===== config.mk =====
export PLATFORM = sky130hd
export DESIGN_NAME = lottery_winner_select_core_flat
export DESIGN_NICKNAME = d
export VERILOG_FILES = /design/src/rtl/lws_pkg.sv /design/src/rtl/lws_if.sv /design/src/rtl/lws_ram.sv /design/src/rtl/lws_seq.sv /design/src/rtl/lws_dp.sv /design/src/rtl/lottery_winner_select_core.sv /design/src/flat_wrapper.sv
export SDC_FILE = /design/constraint.sdc
export NUM_CORES = 1
export LEC_CHECK = 0
export BUFFER_PORTS_ARGS = -buffer_cell sky130_fd_sc_hd__clkbuf_2
export CAP_MARGIN = 20
export CORE_MARGIN = 4
export CORE_UTILIZATION = 55
export DETAILED_ROUTE_END_ITERATION = 7
export PLACE_DENSITY = 0.72
export SKIP_LAST_GASP = 1
export SYNTH_ARGS = -nofsm -noshare
export SYNTH_HDL_FRONTEND = slang
export SYNTH_SLANG_ARGS = --single-unit

===== constraint.sdc =====
create_clock -name clk -period 16.95 [get_ports clk]
set_clock_uncertainty 0.1 [all_clocks]
set_input_delay 0.8475 -clock clk [delete_from_list [all_inputs] [get_ports clk]]
set_output_delay 0.8475 -clock clk [all_outputs]
set_load 0.05 [all_outputs]

===== src/rtl/lws_pkg.sv =====
// Package for the lottery winner select core: field widths, codes,
// microcode word layout and the control store.
// No dependencies.
`timescale 1ns / 1ps
`default_nettype none
package lws_pkg;

	localparam int OPC_W     = 2;
	localparam int BURST_W   = 16;
	localparam int ID_W      = 22;
	localparam int RND_W     = 31;
	localparam int ST_W      = 3;
	localparam int IDX_OUT_W = 4;
	localparam int TOT_W     = 17;
	localparam int BASE_W    = 8;
	localparam int TICKET_W  = 13;
	localparam int TICKET_MAX = 6808;
	localparam int STEP_W    = 5;
	localparam int DIV_CNT_W = 5;
	localparam int PROD_W    = 32;
	localparam int RECIP_SHIFT = 19;

	localparam logic [BASE_W-1:0]  BASE_RESET = 8'd10;
	localparam logic [BURST_W-1:0] RECIP_10   = 16'd52429;

	localparam logic [OPC_W-1:0] OP_ADD   = 2'd0;
	localparam logic [OPC_W-1:0] OP_DRAW  = 2'd1;
	localparam logic [OPC_W-1:0] OP_CLEAR = 2'd2;

	typedef enum logic [ST_W-1:0] {
		ST_ADDED   = 3'd0,
		ST_FULL    = 3'd1,
		ST_WINNER  = 3'd2,
		ST_EMPTY   = 3'd3,
		ST_CLEARED = 3'd4
	} status_t;

	typedef enum logic [2:0] {
		DP_NOP,
		DP_MUL10,
		DP_ADD_WRITE,
		DP_DIV_INIT,
		DP_DIV_STEP,
		DP_WIN_INIT,
		DP_SCAN,
		DP_CLEAR
	} dp_op_t;

	typedef enum logic [2:0] {
		C_NEXT,
		C_ALWAYS,
		C_OP_ADD,
		C_OP_DRAW,
		C_OP_CLEAR,
		C_FULL,
		C_EMPTY,
		C_DIV_MORE
	} cond_t;

	typedef logic [STEP_W-1:0] step_t;

	typedef struct packed {
		logic    accept;
		logic    emit;
		status_t status;
		dp_op_t  op;
		cond_t   cond;
		logic    cond_inv;
		step_t   target;
	} ctrl_t;

	typedef struct packed {
		logic beat;
		logic out_free;
		logic op_add;
		logic op_draw;
		logic op_clr;
		logic full;
		logic empty;
		logic div_more;
		logic hit;
	} flags_t;

	localparam step_t S_FETCH     = 5'd0;
	localparam step_t S_DISP_ADD  = 5'd1;
	localparam step_t S_DISP_DRAW = 5'd2;
	localparam step_t S_DISP_CLR  = 5'd3;
	localparam step_t S_DISP_NONE = 5'd4;
	localparam step_t S_ADD       = 5'd5;
	localparam step_t S_ADD_WR    = 5'd6;
	localparam step_t S_EMIT_ADD  = 5'd7;
	localparam step_t S_EMIT_FULL = 5'd8;
	localparam step_t S_DRAW      = 5'd9;
	localparam step_t S_DIV       = 5'd10;
	localparam step_t S_WIN_INIT  = 5'd11;
	localparam step_t S_SCAN_WAIT = 5'd12;
	localparam step_t S_SCAN      = 5'd13;
	localparam step_t S_EMIT_WIN  = 5'd14;
	localparam step_t S_EMIT_EMPTY = 5'd15;
	localparam step_t S_CLEAR     = 5'd16;
	localparam step_t S_EMIT_CLR  = 5'd17;
	localparam step_t S_LAST      = 5'd17;

	function automatic ctrl_t uword(logic acc, logic emt, status_t st, dp_op_t op,
			cond_t c, logic inv, step_t tgt);
		ctrl_t w;
		w.accept   = acc;
		w.emit     = emt;
		w.status   = st;
		w.op       = op;
		w.cond     = c;
		w.cond_inv = inv;
		w.target   = tgt;
		return w;
	endfunction

	// scan loops on a miss: the hit flag enters through cond_inv on C_ALWAYS
	function automatic ctrl_t ucode(step_t s);
		ctrl_t w;
		case (s)
			S_FETCH:      w = uword(1'b1, 1'b0, ST_ADDED, DP_NOP, C_NEXT, 1'b0, S_FETCH);
			S_DISP_ADD:   w = uword(1'b0, 1'b0, ST_ADDED, DP_NOP, C_OP_ADD, 1'b0, S_ADD);
			S_DISP_DRAW:  w = uword(1'b0, 1'b0, ST_ADDED, DP_NOP, C_OP_DRAW, 1'b0, S_DRAW);
			S_DISP_CLR:   w = uword(1'b0, 1'b0, ST_ADDED, DP_NOP, C_OP_CLEAR, 1'b0, S_CLEAR);
			S_DISP_NONE:  w = uword(1'b0, 1'b0, ST_ADDED, DP_NOP, C_ALWAYS, 1'b0, S_FETCH);
			S_ADD:        w = uword(1'b0, 1'b0, ST_ADDED, DP_MUL10, C_FULL, 1'b0,
					S_EMIT_FULL);
			S_ADD_WR:     w = uword(1'b0, 1'b0, ST_ADDED, DP_ADD_WRITE, C_NEXT, 1'b0,
					S_FETCH);
			S_EMIT_ADD:   w = uword(1'b0, 1'b1, ST_ADDED, DP_NOP, C_ALWAYS, 1'b0, S_FETCH);
			S_EMIT_FULL:  w = uword(1'b0, 1'b1, ST_FULL, DP_NOP, C_ALWAYS, 1'b0, S_FETCH);
			S_DRAW:       w = uword(1'b0, 1'b0, ST_ADDED, DP_DIV_INIT, C_EMPTY, 1'b0,
					S_EMIT_EMPTY);
			S_DIV:        w = uword(1'b0, 1'b0, ST_ADDED, DP_DIV_STEP, C_DIV_MORE, 1'b0,
					S_DIV);
			S_WIN_INIT:   w = uword(1'b0, 1'b0, ST_ADDED, DP_WIN_INIT, C_NEXT, 1'b0,
					S_FETCH);
			S_SCAN_WAIT:  w = uword(1'b0, 1'b0, ST_ADDED, DP_NOP, C_NEXT, 1'b0, S_FETCH);
			S_SCAN:       w = uword(1'b0, 1'b0, ST_ADDED, DP_SCAN, C_ALWAYS, 1'b1,
					S_SCAN_WAIT);
			S_EMIT_WIN:   w = uword(1'b0, 1'b1, ST_WINNER, DP_NOP, C_ALWAYS, 1'b0, S_FETCH);
			S_EMIT_EMPTY: w = uword(1'b0, 1'b1, ST_EMPTY, DP_NOP, C_ALWAYS, 1'b0, S_FETCH);
			S_CLEAR:      w = uword(1'b0, 1'b0, ST_ADDED, DP_CLEAR, C_NEXT, 1'b0, S_FETCH);
			S_EMIT_CLR:   w = uword(1'b0, 1'b1, ST_CLEARED, DP_NOP, C_ALWAYS, 1'b0,
					S_FETCH);
			default:      w = uword(1'b0, 1'b0, ST_ADDED, DP_NOP, C_ALWAYS, 1'b0, S_FETCH);
		endcase
		return w;
	endfunction

endpackage
`default_nettype wire


===== src/rtl/lws_if.sv =====
// Request and response channel interfaces of the lottery winner select core.
// Depends on lws_pkg for field widths.
`timescale 1ns / 1ps
`default_nettype none
interface lws_in_if;
	import lws_pkg::*;
	logic               valid;
	logic               ready;
	logic [OPC_W-1:0]   opcode;
	logic [BURST_W-1:0] burst_len;
	logic [ID_W-1:0]    process_id;
	logic [RND_W-1:0]   random_value;
	modport source (output valid, output opcode, output burst_len, output process_id,
		output random_value, input ready);
	modport sink (input valid, input opcode, input burst_len, input process_id,
		input random_value, output ready);
endinterface

interface lws_out_if;
	import lws_pkg::*;
	logic                 valid;
	logic                 ready;
	logic [ST_W-1:0]      status;
	logic [IDX_OUT_W-1:0] winner_index;
	logic [ID_W-1:0]      winner_id;
	logic [TOT_W-1:0]     pool_tickets;
	modport source (output valid, output status, output winner_index, output winner_id,
		output pool_tickets, input ready);
	modport sink (input valid, input status, input winner_index, input winner_id,
		input pool_tickets, output ready);
endinterface
`default_nettype wire


===== src/rtl/lws_ram.sv =====
// Generic single-write, single-read RAM with registered read data.
// No dependencies.
`timescale 1ns / 1ps
`default_nettype none
module lws_ram #(
	parameter int WIDTH = 8,
	parameter int DEPTH = 16
) (
	input  wire logic                                  clk,
	input  wire logic                                  we,
	input  wire logic [(DEPTH > 1 ? $clog2(DEPTH) : 1)-1:0] waddr,
	input  wire logic [WIDTH-1:0]                      wdata,
	input  wire logic [(DEPTH > 1 ? $clog2(DEPTH) : 1)-1:0] raddr,
	output logic [WIDTH-1:0]                           rdata
);
	logic [WIDTH-1:0] mem [DEPTH];
	logic [WIDTH-1:0] rdata_q;

	always_ff @(posedge clk) begin
		if (we) begin
			mem[waddr] <= wdata;
		end
		rdata_q <= mem[raddr];
	end

	assign rdata = rdata_q;
endmodule
`default_nettype wire


===== src/rtl/lws_seq.sv =====
// Microcode sequencer: step counter, control store lookup and jump logic.
// Depends on lws_pkg for the control word, flags and the program.
`timescale 1ns / 1ps
`default_nettype none
module lws_seq (
	input  wire logic            clk,
	input  wire logic            arst_n,
	input  wire lws_pkg::flags_t flags,
	output lws_pkg::ctrl_t       ctrl
);
	import lws_pkg::*;

	step_t pc_q;
	step_t pc_d;
	logic  take;
	logic  stall;

	assign ctrl = ucode(pc_q);

	always_comb begin
		case (ctrl.cond)
			C_NEXT:     take = 1'b0;
			C_ALWAYS:   take = 1'b1;
			C_OP_ADD:   take = flags.op_add;
			C_OP_DRAW:  take = flags.op_draw;
			C_OP_CLEAR: take = flags.op_clr;
			C_FULL:     take = flags.full;
			C_EMPTY:    take = flags.empty;
			C_DIV_MORE: take = flags.div_more;
			default:    take = 1'b0;
		endcase
		if (ctrl.cond_inv) begin
			take = take && !flags.hit;
		end
		stall = (ctrl.accept && !flags.beat) || (ctrl.emit && !flags.out_free);
		if (stall) begin
			pc_d = pc_q;
		end else if (take) begin
			pc_d = ctrl.target;
		end else begin
			pc_d = pc_q + STEP_W'(1);
		end
	end

	always_ff @(posedge clk or negedge arst_n) begin
		if (!arst_n) begin
			pc_q <= S_FETCH;
		end else begin
			pc_q <= pc_d;
		end
	end

	a_pc_in_program: assert property (@(posedge clk) disable iff (!arst_n)
		pc_q <= S_LAST)
		else $error("step counter left the program");

	a_emit_stall_hold: assert property (@(posedge clk) disable iff (!arst_n)
		(ctrl.emit && !flags.out_free) |=> (pc_q == $past(pc_q)))
		else $error("result step left while output was occupied");

	a_fetch_after_emit: assert property (@(posedge clk) disable iff (!arst_n)
		(ctrl.emit && flags.out_free) |=> (pc_q == S_FETCH))
		else $error("result step did not return to fetch");
endmodule
`default_nettype wire


===== src/rtl/lws_dp.sv =====
// Datapath: input latch, ticket arithmetic, serial modulo, table scan,
// contender RAM and the output register. Depends on lws_pkg, lws_if, lws_ram.
`timescale 1ns / 1ps
`default_nettype none
module lws_dp #(
	parameter int MAX_ENTRIES = 16
) (
	input  wire logic                          clk,
	input  wire logic                          arst_n,
	input  wire logic                          cfg_we,
	input  wire logic [lws_pkg::BASE_W-1:0]    cfg_data,
	input  wire lws_pkg::ctrl_t                ctrl,
	output lws_pkg::flags_t                    flags,
	lws_in_if.sink                             req,
	lws_out_if.source                          rsp
);
	import lws_pkg::*;

	localparam int IDX_W  = (MAX_ENTRIES > 1) ? $clog2(MAX_ENTRIES) : 1;
	localparam int CNT_W  = $clog2(MAX_ENTRIES + 1);
	localparam int SUM_W  = $clog2(MAX_ENTRIES * TICKET_MAX + 1);
	localparam int WORD_W = TICKET_W + ID_W;

	logic [BASE_W-1:0]    base_q;
	logic [CNT_W-1:0]     count_q;
	logic [SUM_W-1:0]     sum_q;
	logic [OPC_W-1:0]     opc_q;
	logic [BURST_W-1:0]   burst_q;
	logic [ID_W-1:0]      pid_q;
	logic [RND_W-1:0]     dvd_q;
	logic [PROD_W-1:0]    prod_q;
	logic [SUM_W-1:0]     rem_q;
	logic [SUM_W-1:0]     win_q;
	logic [SUM_W-1:0]     acc_q;
	logic [DIV_CNT_W-1:0] div_cnt_q;
	logic [IDX_W-1:0]     scan_idx_q;
	logic [IDX_W-1:0]     win_idx_q;
	logic [ID_W-1:0]      win_id_q;
	logic                 out_valid_q;
	status_t              out_status_q;
	logic [IDX_OUT_W-1:0] out_idx_q;
	logic [ID_W-1:0]      out_id_q;
	logic [TOT_W-1:0]     out_tot_q;

	logic                 beat;
	logic                 out_free;
	logic                 load_out;
	logic [TICKET_W-1:0]  ticket;
	logic [SUM_W:0]       trial;
	logic                 trial_ge;
	logic [SUM_W:0]       acc_new;
	logic                 hit;
	logic                 ram_we;
	logic [WORD_W-1:0]    ram_wdata;
	logic [WORD_W-1:0]    ram_rdata;
	logic [TICKET_W-1:0]  rd_ticket;
	logic [ID_W-1:0]      rd_id;

	assign req.ready = ctrl.accept;
	assign beat      = req.valid && ctrl.accept;
	assign out_free  = !out_valid_q || rsp.ready;
	assign load_out  = ctrl.emit && out_free;

	assign ticket    = prod_q[PROD_W-1 -: TICKET_W] + TICKET_W'(base_q);
	assign trial     = {rem_q, dvd_q[RND_W-1]};
	assign trial_ge  = trial >= {1'b0, sum_q};
	assign rd_ticket = ram_rdata[ID_W +: TICKET_W];
	assign rd_id     = ram_rdata[ID_W-1:0];
	assign acc_new   = {1'b0, acc_q} + (SUM_W + 1)'(rd_ticket);
	assign hit       = acc_new >= {1'b0, win_q};

	assign ram_we    = (ctrl.op == DP_ADD_WRITE);
	assign ram_wdata = {ticket, pid_q};

	always_comb begin
		flags.beat     = beat;
		flags.out_free = out_free;
		flags.op_add   = (opc_q == OP_ADD);
		flags.op_draw  = (opc_q == OP_DRAW);
		flags.op_clr   = (opc_q == OP_CLEAR);
		flags.full     = (count_q == CNT_W'(MAX_ENTRIES));
		flags.empty    = (count_q == '0) || (sum_q == '0);
		flags.div_more = (div_cnt_q != '0);
		flags.hit      = hit;
	end

	lws_ram #(
		.WIDTH (WORD_W),
		.DEPTH (MAX_ENTRIES)
	) u_table (
		.clk   (clk),
		.we    (ram_we),
		.waddr (count_q[IDX_W-1:0]),
		.wdata (ram_wdata),
		.raddr (scan_idx_q),
		.rdata (ram_rdata)
	);

	always_ff @(posedge clk or negedge arst_n) begin
		if (!arst_n) begin
			base_q      <= BASE_RESET;
			count_q     <= '0;
			sum_q       <= '0;
			out_valid_q <= 1'b0;
		end else begin
			if (cfg_we) begin
				base_q <= cfg_data;
			end
			case (ctrl.op)
				DP_ADD_WRITE: begin
					count_q <= count_q + CNT_W'(1);
					sum_q   <= sum_q + SUM_W'(ticket);
				end
				DP_CLEAR: begin
					count_q <= '0;
					sum_q   <= '0;
				end
				default: begin
				end
			endcase
			if (load_out) begin
				out_valid_q <= 1'b1;
			end else if (rsp.ready) begin
				out_valid_q <= 1'b0;
			end
		end
	end

	always_ff @(posedge clk) begin
		if (beat) begin
			opc_q   <= req.opcode;
			burst_q <= req.burst_len;
			pid_q   <= req.process_id;
			dvd_q   <= req.random_value;
		end
		case (ctrl.op)
			DP_MUL10: begin
				prod_q <= PROD_W'(burst_q) * PROD_W'(RECIP_10);
			end
			DP_DIV_INIT: begin
				rem_q     <= '0;
				div_cnt_q <= DIV_CNT_W'(RND_W - 1);
			end
			DP_DIV_STEP: begin
				rem_q     <= trial_ge ? SUM_W'(trial - {1'b0, sum_q}) : trial[SUM_W-1:0];
				dvd_q     <= {dvd_q[RND_W-2:0], 1'b0};
				div_cnt_q <= div_cnt_q - DIV_CNT_W'(1);
			end
			DP_WIN_INIT: begin
				win_q      <= rem_q + SUM_W'(1);
				acc_q      <= '0;
				scan_idx_q <= '0;
			end
			DP_SCAN: begin
				acc_q      <= acc_new[SUM_W-1:0];
				scan_idx_q <= scan_idx_q + IDX_W'(1);
				if (hit) begin
					win_idx_q <= scan_idx_q;
					win_id_q  <= rd_id;
				end
			end
			default: begin
			end
		endcase
		if (load_out) begin
			out_status_q <= ctrl.status;
			out_tot_q    <= TOT_W'(sum_q);
			if (ctrl.status == ST_WINNER) begin
				out_idx_q <= IDX_OUT_W'(win_idx_q);
				out_id_q  <= win_id_q;
			end else begin
				out_idx_q <= '0;
				out_id_q  <= '0;
			end
		end
	end

	assign rsp.valid         = out_valid_q;
	assign rsp.status        = out_status_q;
	assign rsp.winner_index  = out_idx_q;
	assign rsp.winner_id     = out_id_q;
	assign rsp.pool_tickets  = out_tot_q;

	a_count_bound: assert property (@(posedge clk) disable iff (!arst_n)
		count_q <= CNT_W'(MAX_ENTRIES))
		else $error("entry count above table size");

	a_empty_no_tickets: assert property (@(posedge clk) disable iff (!arst_n)
		(count_q == '0) |-> (sum_q == '0))
		else $error("tickets present in an empty table");

	a_scan_in_table: assert property (@(posedge clk) disable iff (!arst_n)
		(ctrl.op == DP_SCAN) |-> (CNT_W'(scan_idx_q) < count_q))
		else $error("scan ran past the filled entries");

	a_rem_below_sum: assert property (@(posedge clk) disable iff (!arst_n)
		(ctrl.op == DP_DIV_STEP) |-> (rem_q < sum_q))
		else $error("partial remainder not below ticket total");
endmodule
`default_nettype wire


===== src/rtl/lottery_winner_select_core.sv =====
// Lottery winner select: from accepted beat to result, an add runs dispatch, multiply and write
// (write skipped when full), a clear runs dispatch and clear; a draw runs the 31-step serial
// modulo (skipped on an empty table), then a RAM read and a compare per scanned entry.
// One item at a time: the next beat can be taken in the cycle after the result loads;
// a result step holds while the output register is full and not being read.
// Reset clears entry count, ticket total and output valid; ticket base returns to 10.
`timescale 1ns / 1ps
`default_nettype none
module lottery_winner_select_core #(
	parameter int MAX_ENTRIES = 16
) (
	input  wire logic                       clk,
	input  wire logic                       arst_n,
	input  wire logic                       cfg_we,
	input  wire logic [lws_pkg::BASE_W-1:0] cfg_data,
	lws_in_if.sink                          req,
	lws_out_if.source                       rsp
);
	import lws_pkg::*;

	ctrl_t  ctrl;
	flags_t flags;

	lws_seq u_seq (
		.clk    (clk),
		.arst_n (arst_n),
		.flags  (flags),
		.ctrl   (ctrl)
	);

	lws_dp #(
		.MAX_ENTRIES (MAX_ENTRIES)
	) u_dp (
		.clk      (clk),
		.arst_n   (arst_n),
		.cfg_we   (cfg_we),
		.cfg_data (cfg_data),
		.ctrl     (ctrl),
		.flags    (flags),
		.req      (req),
		.rsp      (rsp)
	);
endmodule
`default_nettype wire


===== src/flat_wrapper.sv =====
// flat-port wrapper written by rule: the top's interface ports become plain ports
module lottery_winner_select_core_flat import lws_pkg::*;
#(
	parameter int MAX_ENTRIES = 16
)
  (clk, arst_n, cfg_we, cfg_data, req_valid, req_opcode, req_burst_len, req_process_id, req_random_value, req_ready, rsp_valid, rsp_status, rsp_winner_index, rsp_winner_id, rsp_pool_tickets, rsp_ready);
  lws_in_if req_i ();
  lws_out_if rsp_i ();
  input  wire logic clk;
  input  wire logic arst_n;
  input  wire logic cfg_we;
  input  wire logic [lws_pkg::BASE_W-1:0] cfg_data;
  input wire logic [$bits(req_i.valid)-1:0] req_valid;
  input wire logic [$bits(req_i.opcode)-1:0] req_opcode;
  input wire logic [$bits(req_i.burst_len)-1:0] req_burst_len;
  input wire logic [$bits(req_i.process_id)-1:0] req_process_id;
  input wire logic [$bits(req_i.random_value)-1:0] req_random_value;
  output wire logic [$bits(req_i.ready)-1:0] req_ready;
  output wire logic [$bits(rsp_i.valid)-1:0] rsp_valid;
  output wire logic [$bits(rsp_i.status)-1:0] rsp_status;
  output wire logic [$bits(rsp_i.winner_index)-1:0] rsp_winner_index;
  output wire logic [$bits(rsp_i.winner_id)-1:0] rsp_winner_id;
  output wire logic [$bits(rsp_i.pool_tickets)-1:0] rsp_pool_tickets;
  input wire logic [$bits(rsp_i.ready)-1:0] rsp_ready;
  assign req_i.valid = req_valid;
  assign req_i.opcode = req_opcode;
  assign req_i.burst_len = req_burst_len;
  assign req_i.process_id = req_process_id;
  assign req_i.random_value = req_random_value;
  assign req_ready = req_i.ready;
  assign rsp_valid = rsp_i.valid;
  assign rsp_status = rsp_i.status;
  assign rsp_winner_index = rsp_i.winner_index;
  assign rsp_winner_id = rsp_i.winner_id;
  assign rsp_pool_tickets = rsp_i.pool_tickets;
  assign rsp_i.ready = rsp_ready;
  lottery_winner_select_core #(.MAX_ENTRIES(MAX_ENTRIES)) u_core (.clk(clk), .arst_n(arst_n), .cfg_we(cfg_we), .cfg_data(cfg_data), .req(req_i), .rsp(rsp_i));
endmodule

==> run_results.csv <==
group,metric,value,unit
status,status,"finished, final reports clean",
floorplan,dieWidth,274,um
power,internal_power,5.14,mW
synth,synth_top_area_share,59.7,%
grt,grt_max_degree,144,
grt,grtUsageTotal,23.4,%
synth,synth_seq_cells,847,
flow_run,drv_cap,0,
synth,synth_edf_count,775,
layout,multiInputGateArea,13000,um^2
synth,synthArstFlopShare,4.25,%
drt,routed_via_density,5.85,
floorplan,num_rows,97,
drt,detail-route-antenna-nets,0,
synth,yosysUniqueCellTypes,80,
worst_setup_path,worstSetupEndpoint,"u_core.u_dp.prod_q[31]$_DFFE_PN_",
clock_tree,tritoncts,"yes",
worst_setup_path,reg2reg_slack,11070,ps
synth,syn_nets,2736,
clock_tree,clock_tree.buffer_depth,3,
worst_setup_path,r2r_cells,19,
synth,synth_ff_type,"edfxtp_1",
sta,rsz0062_at_grt,"false",
power,p_seq_share,35.2,%
worst_setup_path,crit_start,"u_core.u_dp.burst_q[3]$_DFFE_PP_",
power,p_clk_share,23.8,%
floorplan,die_h,274,um
layout,antenna_cells,0,
grt,grt_overflow,0,
drt,drt_wl_total,85900,um
clock_tree,clock_tree.root_cell,"clkbuf_16",
grt,grt_pass1_wl,133000,um
drt,route.detailed.drc,0,
synth,yosysTopAreaCell,"edfxtp_1",
synth,synthCells,2358,
floorplan,core-area,70100,um^2
layout,syn_to_final_growth,12.7,%
synth,synth.area.top_cells,"edfxtp_1, mux4_2, ha_1",
clock_tree,cts.sink_count,847,
power,peakVddDrop,221,uV
layout,layout-drive-gt1-share,20.8,%
place,io_buffers,131,
layout,utilization,62.6,%
worst_setup_path,critPathLaunchType,"flip-flop",
worst_setup_path,critPathMaxFanout,5,
worst_setup_path,cp_data_required_time,17220,ps
sta,fmax,170,MHz
place,hpwl,51100,um
synth,synth_area,39000,um^2
place,gp_congestion,0.948,
worst_setup_path,cp-end-kind,"flip-flop",
drt,vias,20842,
power,switching_power,2.90,mW
clock_tree,h-tree-depth,3,
sta,finalSetupTns,0,ps
floorplan,die_area,75200,um^2
drt,drtPass1Iterations,7,
worst_setup_path,crit_arrival,6150,ps
worst_setup_path,timing.rr.start,"u_core.u_dp.burst_q[3]$_DFFE_PP_",
layout,fillers,5044,
grt,grt_pass1_vias,22155,
sta,setup_viol,0,
grt,grt_antenna_before_repair,1,
sta,hold_violations,0,
sta,timing.final.crit_share,34.7,%
synth,ys_seq_area_share,63.9,%
worst_setup_path,r2r-end,"u_core.u_dp.prod_q[31]$_DFFE_PN_",
sta,worst_pin_slew,1140,ps
power,power.leakage,16.5,nW
sta,fin_crit,5880,ps
sta,slew_viol_final,0,
drt,wire_per_inst,24.1,um
synth,ys_warn_count,0,
drt,drt_iter0_markers,1897,
worst_setup_path,path_class,"reg2reg",
clock_tree,path_clk_slew,60,ps
clock_tree,clock_latency,640,ps
power,switching_share,36.0,%
min_path,hold_class,"in2reg",
power,comb_power_share,41.0,%
floorplan,io_pins,132,
layout,fin_nets,2926,
power,power_density,183,nW/um^2
sta,slew_headroom,23.5,%
clock_tree,cts_buffers,86,
floorplan,initial_core_util,55.5,%
layout,ff_latch_area,24900,um^2
synth,synth.avg_cell_area,16.5,um^2
clock_tree,ctsResizeCount,0,
==> what timing repair did <==
action / in CTS / in global routing
hold buffers: 0 / 1
setup buffers: 0 / 0
hold endpoints to repair: 0 / 4
==> synthesized netlist by cell type, types with 4 or more instances <==
master / n
buf_1: 11
and2_1: 43
fa_1: 83
nor2_1: 74
nor2b_1: 10
o2111ai_1: 4
nand3_1: 35
inv_1: 225
a21o_1: 31
o21bai_1: 7
nand2_1: 95
ha_1: 211
o31ai_1: 4
xnor2_1: 46
clkbuf_1: 46
nand4_1: 16
o21a_1: 13
a211oi_1: 9
edfxtp_1: 775
and3_1: 21
mux2i_1: 9
nand2b_1: 9
a31oi_1: 5
mux4_2: 175
o21ai_0: 54
buf_2: 16
a22oi_1: 4
nor3_1: 24
or3_1: 13
or2_2: 4
xor2_1: 33
a21oi_1: 63
dfrtp_1: 34
a22o_1: 33
mux2_2: 10
nor4_1: 10
dfxtp_1: 36
==> cell usage in the layout (no fill, tap or decap), types with 35 or more instances in the layout <==
| master | synthesis | layout |
|---|---|---|
| fa_1 | 83 | 83 |
| inv_1 | 225 | 224 |
| mux4_2 | 175 | 175 |
| clkbuf_2 | 0 | 131 |
| nand2_1 | 95 | 95 |
| xnor2_1 | 46 | 46 |
| clkbuf_16 | 0 | 88 |
| buf_4 | 3 | 42 |
| o21ai_0 | 54 | 53 |
| a21oi_1 | 63 | 63 |
| dfxtp_1 | 36 | 36 |
| nor2_1 | 74 | 70 |
| ha_1 | 211 | 211 |
| edfxtp_1 | 775 | 775 |
| nand3_1 | 35 | 35 |
==> logic make-up after synthesis <==
| logic type | count (synthesis) | synth area share [%] |
|---|---|---|
| flops | 847 | 63.9 |
| mux | 194 | 10.6 |
| simple gates | 374 | 4.84 |
| fa+ha+maj | 294 | 11.0 |
| buf+inv | 303 | 3.00 |
| compound gates | 267 | 4.80 |
| xor+xnor | 79 | 1.78 |
==> critical path: stages (launching register included) <==
cell and delay (ps):
edfxtp_1 510, ha_1 400, inv_1 80, fa_1 500
inv_1 50, fa_1 500, fa_1 440, fa_1 490
inv_1 50, fa_1 470, inv_1 40, ha_1 290
o21ai_0 210, nor2_1 70, or3_4 340, o2bb2ai_2 160
o21a_1 240, a221o_2 380, o41ai_2 240, xnor2_1 90
==> layout make-up <==
type	instances	share of cell area (%)
Clock buffer	115	5.50
Tap cell	940	2.68
Multi-Input combinational cell	1208	29.6
Inverter	227	1.94
Timing Repair Buffer	178	2.45
Clock inverter	47	1.15
Sequential cell	847	56.7
==> state kept, by name, summed over array words and instances, names as in the netlist, 5 cells and up <==
signal,count
u_core.u_dp.acc_q,17
u_core.u_dp.base_q,8
u_core.u_dp.burst_q,16
u_core.u_dp.count_q,5
u_core.u_dp.div_cnt_q,5
u_core.u_dp.dvd_q,31
u_core.u_dp.pid_q,22
u_core.u_dp.prod_q,13
u_core.u_dp.rem_q,17
u_core.u_dp.rsp.pool_tickets,17
u_core.u_dp.rsp.winner_id,22
u_core.u_dp.sum_q,17
u_core.u_dp.u_table.mem,560
u_core.u_dp.u_table.rdata,35
u_core.u_dp.win_id_q,22
u_core.u_dp.win_q,17
u_core.u_seq.pc_q,5
==> power by group through the flow <==
stage / clock network (mW) / registers, mW / logic (mW)
final: 1.91 / 2.83 / 3.29
after global routing: 2.04 / 2.84 / 3.76
after CTS: 1.95 / 2.83 / 3.30
after detailed placement: 0 / 2.87 / 3.27
after global placement: 0 / 2.86 / 3.17
after floorplan: 0 / 2.92 / 2.34
==> routing by layer <==
layer	up-vias	wire length (um)	global-route usage, %
met5	-	12	0
met4	2	2370	7.17
met3	146	5350	3.48
met2	682	43600	39.7
met1	10646	34500	31.6
li1	9366	-	-
==> metrics by stage <==
| step | setup WS, ps | total power, mW | area, um^2 | hold WS (ps) | std cells |
|---|---|---|---|---|---|
| after floorplan | 10960 | 5.26 | 39000 | 286 | 2358 |
| after global placement | 11170 | 6.03 | 40900 | 287 | 3393 |
| after detailed placement | 11100 | 6.14 | 40900 | 289 | 3396 |
| after CTS | 11110 | 8.08 | 43800 | 238 | 3558 |
| after global routing | 10820 | 8.65 | 43900 | 261 | 3562 |
| final | 11070 | 8.03 | 43900 | 272 | 3562 |
==> worst min path at each step <==
stage                                         startpoint                                end  slack [ps]  cells after the start
floorplan           u_core.u_dp.u_table.rdata[0]$_DFF_P_  u_core.u_dp.win_id_q[0]$_DFFE_PP_         290                      0
global placement    u_core.u_dp.u_table.rdata[7]$_DFF_P_  u_core.u_dp.win_id_q[7]$_DFFE_PP_         290                      0
detailed placement  u_core.u_dp.u_table.rdata[6]$_DFF_P_  u_core.u_dp.win_id_q[6]$_DFFE_PP_         290                      0
CTS                                   req_process_id[17]    u_core.u_dp.pid_q[17]$_DFFE_PP_         240                      1
global route                          req_process_id[17]    u_core.u_dp.pid_q[17]$_DFFE_PP_         260                      1
finish                                req_process_id[17]    u_core.u_dp.pid_q[17]$_DFFE_PP_         270                      1
No activity file was read; power rests on OpenSTA's default activity.
